--- src/sv/led_matrix_scan_refresh_top_assert.svh ---
// assertion macros shared by the scan refresh modules
`ifndef LED_MATRIX_SCAN_REFRESH_TOP_ASSERT_SVH
`define LED_MATRIX_SCAN_REFRESH_TOP_ASSERT_SVH

// consequent must hold in the same cycle as the antecedent
`define LMSR_ASSERT_SAME(label, clk, rst_n, ante, cons, msg) \
    label: assert property (@(posedge clk) disable iff (!rst_n) (ante) |-> (cons)) \
        else $error(msg);

// consequent must hold in the cycle after the antecedent
`define LMSR_ASSERT_NEXT(label, clk, rst_n, ante, cons, msg) \
    label: assert property (@(posedge clk) disable iff (!rst_n) (ante) |=> (cons)) \
        else $error(msg);

`endif

--- src/sv/lmsr_pkg.sv ---
package lmsr_pkg;

    localparam int MAX_PANELS_WIDE = 2;
    localparam int MAX_PANELS_HIGH = 2;
    localparam int PANEL_COLUMNS   = 32;
    localparam int PANEL_ROWS      = 16;
    localparam int BUF_BYTES       = (MAX_PANELS_WIDE * PANEL_COLUMNS / 8)
                                     * (MAX_PANELS_HIGH * PANEL_ROWS);
    localparam int STORE_DEPTH     = 2 * BUF_BYTES;
    localparam int STORE_AW        = $clog2(STORE_DEPTH);
    localparam int BUF_AW          = $clog2(BUF_BYTES);

    localparam logic [7:0] FILL_BYTE = 8'hFF;

    // operation codes of an input request
    localparam logic [1:0] OP_WRITE     = 2'd0;
    localparam logic [1:0] OP_SWAP      = 2'd1;
    localparam logic [1:0] OP_SWAP_COPY = 2'd2;
    localparam logic [1:0] OP_REFRESH   = 2'd3;

    // configuration register indexes
    localparam logic [1:0] CFG_PANELS_WIDE   = 2'd0;
    localparam logic [1:0] CFG_PANELS_HIGH   = 2'd1;
    localparam logic [1:0] CFG_DOUBLE_BUFFER = 2'd2;

    typedef struct packed {
        logic [1:0] operation;
        logic [7:0] address;
        logic [7:0] data;
        logic       bus_busy;
    } t_item;

    typedef struct packed {
        logic [7:0] data_byte;
        logic [1:0] row_phase;
        logic       last;
    } t_result;

    typedef enum logic [1:0] {
        CMD_WRITE,
        CMD_SWAP,
        CMD_SWAP_COPY,
        CMD_REFRESH
    } t_cmd_kind;

    typedef struct packed {
        t_cmd_kind  kind;
        logic [7:0] addr;
        logic [7:0] data;
    } t_cmd;

    typedef struct packed {
        logic fill;
        logic set_select;
        logic select_value;
    } t_cfg_evt;

    typedef enum logic [1:0] {
        ST_CLEAR,
        ST_IDLE,
        ST_COPY,
        ST_REFRESH
    } t_back_state;

    function automatic logic [7:0] bit_rev(input logic [7:0] b);
        logic [7:0] r;
        for (int i = 0; i < 8; i++) begin
            r[i] = b[7 - i];
        end
        return r;
    endfunction

    function automatic logic [1:0] clamp_panels(input logic [1:0] v, input logic [1:0] max_v);
        logic [1:0] r;
        r = v;
        if (v == 2'd0) begin
            r = 2'd1;
        end else if (v > max_v) begin
            r = max_v;
        end
        return r;
    endfunction

endpackage

--- src/sv/lmsr_queue.sv ---
`include "led_matrix_scan_refresh_top_assert.svh"

module lmsr_queue #(
    parameter int DEPTH = 4
) (
    input  logic           i_clk,
    input  logic           i_rst_n,
    input  logic           i_push,
    input  lmsr_pkg::t_cmd i_cmd,
    input  logic           i_pop,
    output logic           o_full,
    output logic           o_valid,
    output lmsr_pkg::t_cmd o_cmd
);

    import lmsr_pkg::*;

    localparam int AW = (DEPTH > 1) ? $clog2(DEPTH) : 1;
    localparam int CW = $clog2(DEPTH + 1);

    t_cmd          r_entries [DEPTH];
    logic [AW-1:0] r_wr_ptr;
    logic [AW-1:0] r_rd_ptr;
    logic [CW-1:0] r_count;
    logic [AW-1:0] n_wr_ptr;
    logic [AW-1:0] n_rd_ptr;
    logic [CW-1:0] n_count;

    always_comb begin
        n_wr_ptr = r_wr_ptr;
        n_rd_ptr = r_rd_ptr;
        n_count  = r_count;
        if (i_push) begin
            n_wr_ptr = (r_wr_ptr == AW'(DEPTH - 1)) ? '0 : r_wr_ptr + 1'b1;
        end
        if (i_pop) begin
            n_rd_ptr = (r_rd_ptr == AW'(DEPTH - 1)) ? '0 : r_rd_ptr + 1'b1;
        end
        priority if (i_push && !i_pop) begin
            n_count = r_count + 1'b1;
        end else if (i_pop && !i_push) begin
            n_count = r_count - 1'b1;
        end else begin
            n_count = r_count;
        end
    end

    always_ff @(posedge i_clk) begin
        if (!i_rst_n) begin
            r_wr_ptr <= '0;
            r_rd_ptr <= '0;
            r_count  <= '0;
        end else begin
            r_wr_ptr <= n_wr_ptr;
            r_rd_ptr <= n_rd_ptr;
            r_count  <= n_count;
        end
    end

    always_ff @(posedge i_clk) begin
        if (i_push) begin
            r_entries[r_wr_ptr] <= i_cmd;
        end
    end

    assign o_full  = (r_count == CW'(DEPTH));
    assign o_valid = (r_count != '0);
    assign o_cmd   = r_entries[r_rd_ptr];

    `LMSR_ASSERT_SAME(a_no_push_full, i_clk, i_rst_n, o_full, !i_push, "push into full queue")
    `LMSR_ASSERT_SAME(a_no_pop_empty, i_clk, i_rst_n, !o_valid, !i_pop, "pop from empty queue")

endmodule

--- config.mk ---
export PLATFORM = sky130hd
export DESIGN_NAME = lmsr_queue
export DESIGN_NICKNAME = d
export VERILOG_FILES = /design/src/sv/lmsr_pkg.sv /design/src/sv/lmsr_queue.sv
export VERILOG_INCLUDE_DIRS = /design/src /design/src/sv
export SDC_FILE = /design/constraint.sdc
export NUM_CORES = 1
export LEC_CHECK = 0
export BUFFER_PORTS_ARGS = -buffer_cell sky130_fd_sc_hd__buf_4
export CAP_MARGIN = 20
export CORE_UTILIZATION = 60
export DETAILED_ROUTE_END_ITERATION = 8
export PLACE_DENSITY_LB_ADDON = 0.1
export SKIP_LAST_GASP = 1
export SYNTH_ARGS = -nofsm -noshare
export SYNTH_HDL_FRONTEND = slang
export SYNTH_SLANG_ARGS = --single-unit
--- constraint.sdc ---
create_clock -name i_clk -period 5 [get_ports i_clk]
set_input_delay 1.5 -clock i_clk [delete_from_list [all_inputs] [get_ports i_clk]]
set_output_delay 1.5 -clock i_clk [all_outputs]
set_load 0.02 [all_outputs]
==> impl_metrics.csv, run 1 <==
group,metric,value,unit
worst_setup_path,crit_path_frequent_cell,"sky130_fd_sc_hd__buf_4",
clock_tree,clock-sinks,81,
clock_tree,number_of_buffers_inserted_for_hold_repair_after_clock_tree_synthesis,0,
logic_synthesis,yosys_register_bits,81,
detailed_routing,drtAntennaViolNets,0,
sta,unrepaired_setup_endpoints_after_global_routing,"no",
job,max-cap-violations,0,
worst_setup_path,cpLargestDelayFamily,"flip-flops",
worst_setup_path,critPathCaptureType,"output pin",
grt,grt.overflow.total,0,
worst_setup_path,buffers_inverters_on_critical_path,2,
logic_synthesis,ys_top_cells_by_area,"sky130_fd_sc_hd__edfxtp_1 70%, sky130_fd_sc_hd__mux4_2 7.3%, sky130_fd_sc_hd__mux4_1 6.8%, sky130_fd_sc_hd__dfxtp_1 5.8%, sky130_fd_sc_hd__ha_1 2.4%",
logic_synthesis,post-synth-top-area-fraction,69.8,%
grt,first_global_vias,1530,
cells_and_area,area_growth_syn_to_layout,18.8,%
cells_and_area,final_layout_size_suffix_gt1_share,35.4,%
worst_setup_path,cp_slowest_stage_delay,720,ps
worst_setup_path,crit-reg2reg-launch,"r_wr_ptr[0]",
floorplanning,die_h,73.9,um
clock_tree,cts.root.buffer_cell,"sky130_fd_sc_hd__clkbuf_8",
cells_and_area,number_of_fill_cells,264,
sta,post_layout_min_period,3610,ps
detailed_routing,route.detailed.wl_per_inst,18.8,um
worst_setup_path,path_cells,"buf_4 > mux4_2 > buf_4",
sta,final.setup_skew,8.77,ps
placement,placed_area,3460,um^2
logic_synthesis,ys.warnings.count,0,
floorplanning,core,4850,um^2
logic_synthesis,synth.cell_area,3100,um^2
logic_synthesis,avgSynthCellArea,22.4,um^2
sta,maxSlewViolCount,0,
sta,worst_slew_pin_slew,974,ps
clock_tree,cts_buffer_depth,2,
min_path,min-delay-start,"r_count[2]",
worst_setup_path,startpoint_type,"flop",
grt,grt.busiest_layer,"met2",
min_path,whs_endpoint,"r_count[2]",
worst_setup_path,reg2reg_slack,3210,ps
worst_setup_path,timing.reg2reg.worst_path_depth,2,
worst_setup_path,critical_path_peak_fanout,11,
floorplanning,placementRows,25,
sta,report.final.hold_viol_count,0,
clock_tree,cts_buf_count,9,
clock_tree,post-cts-setup-buffer-count,0,
min_path,hold_path_depth,2,
cells_and_area,num_antenna_cells,0,
floorplanning,fp.dieArea,5450,um^2
worst_setup_path,setup.worst_path.class,"flop to output pin",
power,power.static_leakage,1.31,nW
clock_tree,cts_tree,"yes",
min_path,timing.hold.worst.class,"flop to flop",
clock_tree,post_cts_resized,0,
power,power.density,401,nW/um^2
logic_synthesis,synthesis.nets,167,
floorplanning,number_of_placed_i_o_pins,42,
logic_synthesis,number_of_different_library_cells_in_the_post_synthesis_netlist,22,
worst_setup_path,worstPathArrival,2110,ps
grt,grt_use_met3,7.00,%
grt,grt_pass1_wl,7530,um
detailed_routing,drc_errors,0,
sta,timing.max_slew.rel_slack,35.1,%
sta,achievable-frequency,277,MHz
cells_and_area,fin_area,3680,um^2
placement,io_buffers,41,
placement,hpwlAfterDp,3170,um
cells_and_area,num-nets-final,216,
sta,fin_tns_setup,0,ps
sta,final.period_utilization,72.1,%
clock_tree,worst_setup_hold_path_clk_slew,80,ps
sta,final-setup-viol-count,0,
grt,use_met2,34.9,%
cells_and_area,layout.cells.most_common,"sky130_fd_sc_hd__edfxtp_1",
worst_setup_path,worstReg2RegEnd,"r_entries[3][14]",
run_status,outcome,"finished clean",
floorplanning,die_width,73.9,um
logic_synthesis,yosys.area.top_type,"sky130_fd_sc_hd__edfxtp_1",
worst_setup_path,cp_slowest_cell,"sky130_fd_sc_hd__dfxtp_1",
grt,gr-usage-all-layers,20.4,%
power,power.ir.vdd_worst,0.343,mV
logic_synthesis,post_synth_inst_count,138,
floorplanning,initial_core_util,63.9,%
cells_and_area,layout_common_cells,"72 x sky130_fd_sc_hd__edfxtp_1, 42 x sky130_fd_sc_hd__buf_4, 10 x sky130_fd_sc_hd__mux4_2",
clock_tree,cts.htree.levels,3,
detailed_routing,drtPass1Iterations,4,
detailed_routing,post_drt_via_cell_ratio,5.51,
detailed_routing,postRouteWirelength,4880,um
clock_tree,worstSkewPairLatency,340,ps
worst_setup_path,timing.critical_path.required,3500,ps
logic_synthesis,ys_seq_area_share,75.6,%
grt,grtUsageMet1,23.8,%
grt,grt_start_max_net_pins,19,
placement,place_congestion,0.656,
detailed_routing,route.vias.total,1428,
grt,grt_antenna_before_repair,0,
detailed_routing,drt-initial-drc-count,100,
cells by family (layout without fill, tap and decap cells):
family                     Yosys count  after routing  synth area share (%)
adders and majority gates            7              7                  3.07
and+or+nand+nor                     15             15                  2.95
muxes                               22             22                  15.3
DFF                                 81             81                  75.6
AOI/OAI and AO/OA                    3              3                 0.646
buffers and inverters                8             62                  1.82
xor gates and xnor gates             2              2                 0.566
per-stage QoR:
stage	std cells	utilization, %	hold WS (ps)	worst slack, ps	total power [mW]
final	259	75.9	542	1390	1.47
after global routing	259	75.9	579	1270	1.52
after CTS	259	75.9	530	1340	1.49
after detailed placement	243	71.3	516	1730	0.975
after global placement	243	71.3	477	1790	0.965
after floorplan	138	-	467	2220	0.903
how the worst max path moves through the flow:
stage | to | cells past startpoint | from
after global routing | o_cmd[7] | 3 | flop
final | o_cmd[15] | 3 | flop
after CTS | o_cmd[15] | 3 | flop
after global placement | o_cmd[8] | 3 | flop
after floorplan | r_count[2] | 7 | i_pop
after detailed placement | o_cmd[15] | 3 | flop
where the power goes:
group	switching (mW)	internal (mW)	leakage, nW	total (mW)
Combinational	0.0829	0.0822	0.466	0.165
Sequential	0.0203	0.772	0.736	0.792
Clock	0.232	0.285	0.106	0.517
layer usage:
| layer | routed length [um] | vias to the layer above |
|---|---|---|
| met5 | 0 | - |
| met4 | 95 | 0 |
| met3 | 215 | 8 |
| met1 | 2010 | 719 |
| li1 | - | 662 |
| met2 | 2550 | 39 |
cell usage after synthesis:
library cell,n
sky130_fd_sc_hd__a21boi_0,1
sky130_fd_sc_hd__and2_1,5
sky130_fd_sc_hd__buf_12,1
sky130_fd_sc_hd__buf_2,2
sky130_fd_sc_hd__buf_6,1
sky130_fd_sc_hd__dfxtp_1,9
sky130_fd_sc_hd__edfxtp_1,72
sky130_fd_sc_hd__fa_1,1
sky130_fd_sc_hd__ha_1,6
sky130_fd_sc_hd__inv_1,4
sky130_fd_sc_hd__mux2i_1,4
sky130_fd_sc_hd__mux4_1,8
sky130_fd_sc_hd__mux4_2,10
sky130_fd_sc_hd__nor2_1,1
sky130_fd_sc_hd__nor2b_1,5
sky130_fd_sc_hd__nor3_1,1
sky130_fd_sc_hd__nor3b_1,1
sky130_fd_sc_hd__o21a_1,1
sky130_fd_sc_hd__o21ai_0,1
sky130_fd_sc_hd__or3_1,2
sky130_fd_sc_hd__xnor2_1,1
sky130_fd_sc_hd__xor2_1,1
registers in the layout, indices dropped and copies added (netlist names), named ones only:
register and flops:
r_count 3, r_rd_ptr 2, r_wr_ptr 2, r_entries 72
final cells by class:
| cell class | instances | area, um^2 | share of cell area, % |
|---|---|---|---|
| Inverter | 4 | 15.0 | 0.408 |
| Clock inverter | 7 | 101 | 2.75 |
| Multi-Input combinational cell | 49 | 699 | 19.0 |
| Sequential cell | 81 | 2340 | 63.6 |
| Tap cell | 67 | 83.8 | 2.28 |
| Clock buffer | 9 | 124 | 3.37 |
| Timing Repair Buffer | 42 | 315 | 8.57 |
worst min-delay path, delay by kind of cell, from the launching register on:
family	cells	cell delay [ps]
DFF	1	330
AOI/OAI and AO/OA	2	170
No activity file was read; power rests on OpenSTA's default activity.
==> run 2: changes to the inputs <==
Settings changed: CORE_UTILIZATION 60 to 51.
Clock period 5 ns to 3.3 ns, I/O delays scaled along.
==> run 2 against run 1 <==
Effect of this change: global-route usage shrank 3.7 points; clock power grew 60%; die area grew 17%; core utilization shrank 12 points; sequential power grew 50%; largest power group unchanged; sequential share of layout area shrank 0.96 points; register-to-register slack lost 1500 ps; critical path type unchanged; sequential cell count is the same; via count grew 1.3%; first-iteration DRC count shrank 22%; cell count grew 5.0%; worst setup slack lost 840 ps.
==> impl_metrics.csv, run 2 (synthesis gave the netlist of run 1 again) <==
group,metric,value,unit
clock_tree,worstSkewPairLatency,330,ps
placement,hpwlAfterDp,3110,um
job,max-cap-violations,0,
worst_setup_path,critPathCaptureType,"output pin",
cells_and_area,number_of_fill_cells,432,
power,power_switching_share,21.3,%
grt,grt_start_max_net_pins,19,
sta,post_route_hold_slack,522,ps
detailed_routing,drc_errors,0,
worst_setup_path,startpoint_type,"flop",
cells_and_area,finalCoreUtilization,63.5,%
placement,io_buffers,41,
detailed_routing,route.vias.total,1447,
cells_and_area,largest-register,"r_entries",
power,power.density,610,nW/um^2
sta,fin_tns_setup,0,ps
placement,placed_area,3500,um^2
worst_setup_path,worstPathArrival,1760,ps
power,power.ir.vdd_worst,0.409,mV
grt,first_global_vias,1502,
worst_setup_path,timing.critical_path.required,2310,ps
sta,report.final.hold_viol_count,0,
cells_and_area,layout.cells.most_common,"sky130_fd_sc_hd__edfxtp_1",
cells_and_area,fin_area,3740,um^2
clock_tree,worst_setup_hold_path_clk_slew,70,ps
floorplanning,initial_core_util,52.6,%
detailed_routing,topRoutingLayerUsed,"met4",
detailed_routing,wl_met2,2530,um
power,power_frac_comb,11.7,%
detailed_routing,drtAntennaViolNets,0,
cells_and_area,num-nets-final,221,
floorplanning,number_of_placed_i_o_pins,42,
sta,timing.max_slew.rel_slack,77.2,%
sta,worst_slew_pin_slew,342,ps
clock_tree,post_cts_resized,0,
grt,grt_pass1_wl,7400,um
cells_and_area,layout_common_cells,"72 x sky130_fd_sc_hd__edfxtp_1, 47 x sky130_fd_sc_hd__buf_4, 10 x sky130_fd_sc_hd__mux4_2",
cells_and_area,num_antenna_cells,0,
clock_tree,cts_tree,"yes",
sta,post_layout_min_period,2750,ps
power,switching_power,0.485,mW
detailed_routing,post_drt_via_cell_ratio,5.32,
clock_tree,cts.htree.levels,3,
clock_tree,cts_buffer_depth,2,
cells_and_area,largest_register_ffs,72,
placement,place_congestion,0.640,
power,clockPowerShare,36.2,%
floorplanning,fp.dieArea,6390,um^2
detailed_routing,m1WireLength,2020,um
min_path,timing.hold.worst.class,"flop to flop",
clock_tree,cts.root.buffer_cell,"sky130_fd_sc_hd__clkbuf_8",
sta,final-setup-viol-count,0,
detailed_routing,detailroute.wirelength.met3,191,um
clock_tree,number_of_buffers_inserted_for_hold_repair_after_clock_tree_synthesis,0,
worst_setup_path,setup.worst_path.class,"flop to output pin",
power,power.static_leakage,1.34,nW
power,p_seq_share,52.1,%
worst_setup_path,critical_path_peak_fanout,18,
sta,achievable-frequency,364,MHz
floorplanning,placementRows,28,
clock_tree,post-cts-setup-buffer-count,0,
grt,gr-usage-all-layers,16.7,%
sta,final.period_utilization,83.2,%
clock_tree,cts_buf_count,9,
sta,maxSlewViolCount,0,
power,p_int,1.80,mW
detailed_routing,route.detailed.wl_per_inst,17.7,um
detailed_routing,drt-initial-drc-count,78,
grt,grt_antenna_before_repair,0,
sta,final.setup_skew,5.35,ps
sta,unrepaired_setup_endpoints_after_global_routing,"no",
floorplanning,die_h,79.9,um
grt,grt.overflow.total,0,
clock_tree,clock-sinks,81,
detailed_routing,postRouteWirelength,4810,um
cells_and_area,largestRegisters,"r_entries: 72 flops, r_count: 3 flops",
detailed_routing,drtPass1Iterations,4,
run_status,outcome,"finished clean",
cells_and_area,area_growth_syn_to_layout,20.6,%
floorplanning,die_width,79.9,um
cells_and_area,final_layout_size_suffix_gt1_share,36.0,%
floorplanning,core,5890,um^2
[run 2: final timing paths]
check	cells after the start	slack [ps]	start	endpoint
max	3	550	flop	o_cmd[9]
min	2	520	r_count[2]	r_count[2]
max reg2reg	3	1760	r_wr_ptr[0]	r_entries[3][4]
min reg2reg	2	520	r_count[2]	r_count[2]
[run 2: critical path, stage by stage (launching register included)]
cell and delay, ps:
sky130_fd_sc_hd__dfxtp_1 310, sky130_fd_sc_hd__buf_4 320, sky130_fd_sc_hd__mux4_1 610, sky130_fd_sc_hd__buf_4 180
[run 2: cell type report]
type | instances | area (um^2) | share of cell area [%]
Multi-Input combinational cell | 49 | 699 | 18.7
Sequential cell | 81 | 2340 | 62.7
Tap cell | 75 | 93.8 | 2.51
Clock inverter | 6 | 106 | 2.85
Timing Repair Buffer | 47 | 353 | 9.44
Clock buffer | 10 | 128 | 3.41
Inverter | 4 | 15.0 | 0.402
[run 2: per-stage QoR]
stage	setup WS (ps)	cells	total power, mW
after floorplan	1030	138	1.37
after global placement	857	256	1.47
after detailed placement	833	256	1.48
after CTS	509	272	2.30
after global routing	450	272	2.36
final	555	272	2.28
[run 2: power groups by stage]
stage,Clock [mW],Sequential (mW),Combinational [mW]
detailed placement,0,1.21,0.270
CTS,0.844,1.19,0.272
global placement,0,1.21,0.263
global route,0.880,1.19,0.289
finish,0.826,1.19,0.267
floorplan,0,1.21,0.163
[run 2: metal layers]
layer / up-vias / track usage (%)
met4: 0 / 6.43
met5: - / 0
met2: 33 / 28.1
met3: 7 / 4.80
met1: 740 / 20.3
li1: 667 / -
==> run 3: changes to the inputs <==
Clock period 3.3 ns to 2.46 ns, I/O delays scaled along.
==> run 3 against run 2 <==
Effect of this change: sequential cell count stayed put; highest routed layer unchanged; critical path type unchanged; register-to-register slack lost 860 ps; worst setup slack worse by 490 ps.
==> impl_metrics.csv, run 3 (synthesis gave the netlist of run 1 again) <==
group,metric,value,unit
job,max-cap-violations,0,
cells_and_area,num-nets-final,222,
worst_setup_path,worstReg2RegEnd,"r_count[2]",
floorplanning,die_width,79.9,um
clock_tree,worst_setup_hold_path_clk_slew,80,ps
grt,use_met2,27.4,%
sta,final-setup-viol-count,0,
min_path,hold_path_depth,2,
floorplanning,initial_core_util,52.6,%
floorplanning,fp.dieArea,6390,um^2
clock_tree,post-cts-setup-buffer-count,0,
clock_tree,cts.htree.levels,3,
floorplanning,placementRows,28,
sta,final.period_utilization,97.3,%
power,power.static_leakage,1.35,nW
grt,grt_antenna_before_repair,0,
sta,achievable-frequency,418,MHz
placement,io_buffers,41,
grt,grt.busiest_layer,"met2",
clock_tree,cts_tree,"yes",
worst_setup_path,startpoint_type,"flop",
worst_setup_path,reg2reg_slack,900,ps
power,power.ir.vdd_worst,0.404,mV
floorplanning,core,5890,um^2
cells_and_area,largestRegisters,"r_entries: 72 flops, r_count: 3 flops",
grt,grtUsageMet1,19.2,%
detailed_routing,drt-initial-drc-count,46,
sta,fin_tns_setup,0,ps
cells_and_area,finalCoreUtilization,63.8,%
sta,worst_slew_pin_slew,272,ps
run_status,outcome,"finished clean",
cells_and_area,largest-register,"r_entries",
worst_setup_path,worstPathArrival,1660,ps
sta,post_route_hold_slack,534,ps
min_path,timing.hold.worst.class,"flop to flop",
min_path,whs_endpoint,"r_count[2]",
clock_tree,cts_buffer_depth,2,
floorplanning,die_h,79.9,um
cells_and_area,layout.cells.most_common,"sky130_fd_sc_hd__edfxtp_1",
worst_setup_path,critPathCaptureType,"output pin",
cells_and_area,fin_area,3750,um^2
detailed_routing,drtPass1Iterations,4,
worst_setup_path,critical_path_peak_fanout,9,
detailed_routing,route.vias.total,1473,
worst_setup_path,timing.reg2reg.worst_path_depth,4,
grt,grt_pass1_wl,7170,um
cells_and_area,largest_register_ffs,72,
cells_and_area,final_layout_size_suffix_gt1_share,36.9,%
floorplanning,number_of_placed_i_o_pins,42,
grt,grt.overflow.total,0,
cells_and_area,layout_common_cells,"72 x sky130_fd_sc_hd__edfxtp_1, 46 x sky130_fd_sc_hd__buf_4, 10 x sky130_fd_sc_hd__mux4_2",
worst_setup_path,setup.worst_path.class,"flop to output pin",
grt,first_global_vias,1546,
grt,grt_use_met3,4.91,%
sta,maxSlewViolCount,0,
sta,report.final.hold_viol_count,0,
sta,unrepaired_setup_endpoints_after_global_routing,"no",
grt,grt_start_max_net_pins,19,
placement,place_congestion,0.710,
cells_and_area,num_antenna_cells,0,
min_path,min-delay-start,"r_count[2]",
detailed_routing,route.detailed.wl_per_inst,17.7,um
power,power.density,790,nW/um^2
worst_setup_path,timing.critical_path.required,1720,ps
clock_tree,clock-sinks,81,
sta,final.setup_skew,7.38,ps
worst_setup_path,crit-reg2reg-launch,"r_count[0]",
placement,placed_area,3520,um^2
clock_tree,cts.root.buffer_cell,"sky130_fd_sc_hd__clkbuf_8",
detailed_routing,postRouteWirelength,4830,um
detailed_routing,post_drt_via_cell_ratio,5.40,
sta,post_layout_min_period,2390,ps
grt,gr-usage-all-layers,16.2,%
detailed_routing,drtAntennaViolNets,0,
detailed_routing,drc_errors,0,
sta,timing.max_slew.rel_slack,81.9,%
cells_and_area,area_growth_syn_to_layout,21.1,%
clock_tree,cts_buf_count,9,
clock_tree,worstSkewPairLatency,330,ps
placement,hpwlAfterDp,3070,um
-- run 3: cell types whose count changed in the layout (fill, tap and decap cells not counted) --
cell,change
sky130_fd_sc_hd__buf_12,+1
sky130_fd_sc_hd__dfxtp_2,+1
sky130_fd_sc_hd__clkinvlp_4,-1
sky130_fd_sc_hd__bufinv_16,-1
sky130_fd_sc_hd__dfxtp_1,-1
sky130_fd_sc_hd__clkinv_2,+1
sky130_fd_sc_hd__clkbuf_16,+1
sky130_fd_sc_hd__clkinv_4,+1
sky130_fd_sc_hd__buf_4,-1
-- run 3: cell type report --
type	count	area [um^2]
clock buffers	10	128
clock inverters	6	82.6
fillers	448	2130
inverters	4	15.0
multi-input cells	49	699
flip-flops and latches	81	2340
well taps	75	93.8
repair buffers	48	390
-- run 3: metrics by stage --
step	worst slack, ps	std cells	total power [mW]
after detailed placement	146	256	1.99
after CTS	7.99	272	2.99
after global placement	283	256	1.98
after global routing	1.70	273	3.07
final	66.1	273	2.96
after floorplan	443	138	1.84
-- run 3: how the worst max path moves through the flow --
stage,start,to,slack (ps),cells after the start
CTS,flop,o_cmd[9],8,3
detailed placement,i_pop,r_count[2],150,8
finish,flop,o_cmd[9],70,3
global placement,i_pop,r_count[2],280,8
global route,flop,o_cmd[9],2,3
floorplan,i_pop,r_count[2],440,7
-- run 3: repair_timing --
action | 4_1_cts | 5_1_grt
hold buffers | 0 | 0
endpoints found under the setup margin | 0 | 1
gates resized for setup | 0 | 1
-- run 3: metal layers --
layer	wire [um]	share of wire (%)
met5	0	0
met4	74	1.5
met3	240	5.0
met2	2530	52
met1	1990	41
-- run 3: power breakdown --
group,internal (mW),switching (mW)
clock network,0.567,0.434
registers,1.57,0.0283
logic,0.181,0.184
-- run 3: critical path, stage by stage (launching register included) --
cell                      delay (ps)
sky130_fd_sc_hd__dfxtp_2         410
sky130_fd_sc_hd__buf_12          150
sky130_fd_sc_hd__mux4_1          580
sky130_fd_sc_hd__buf_4           180
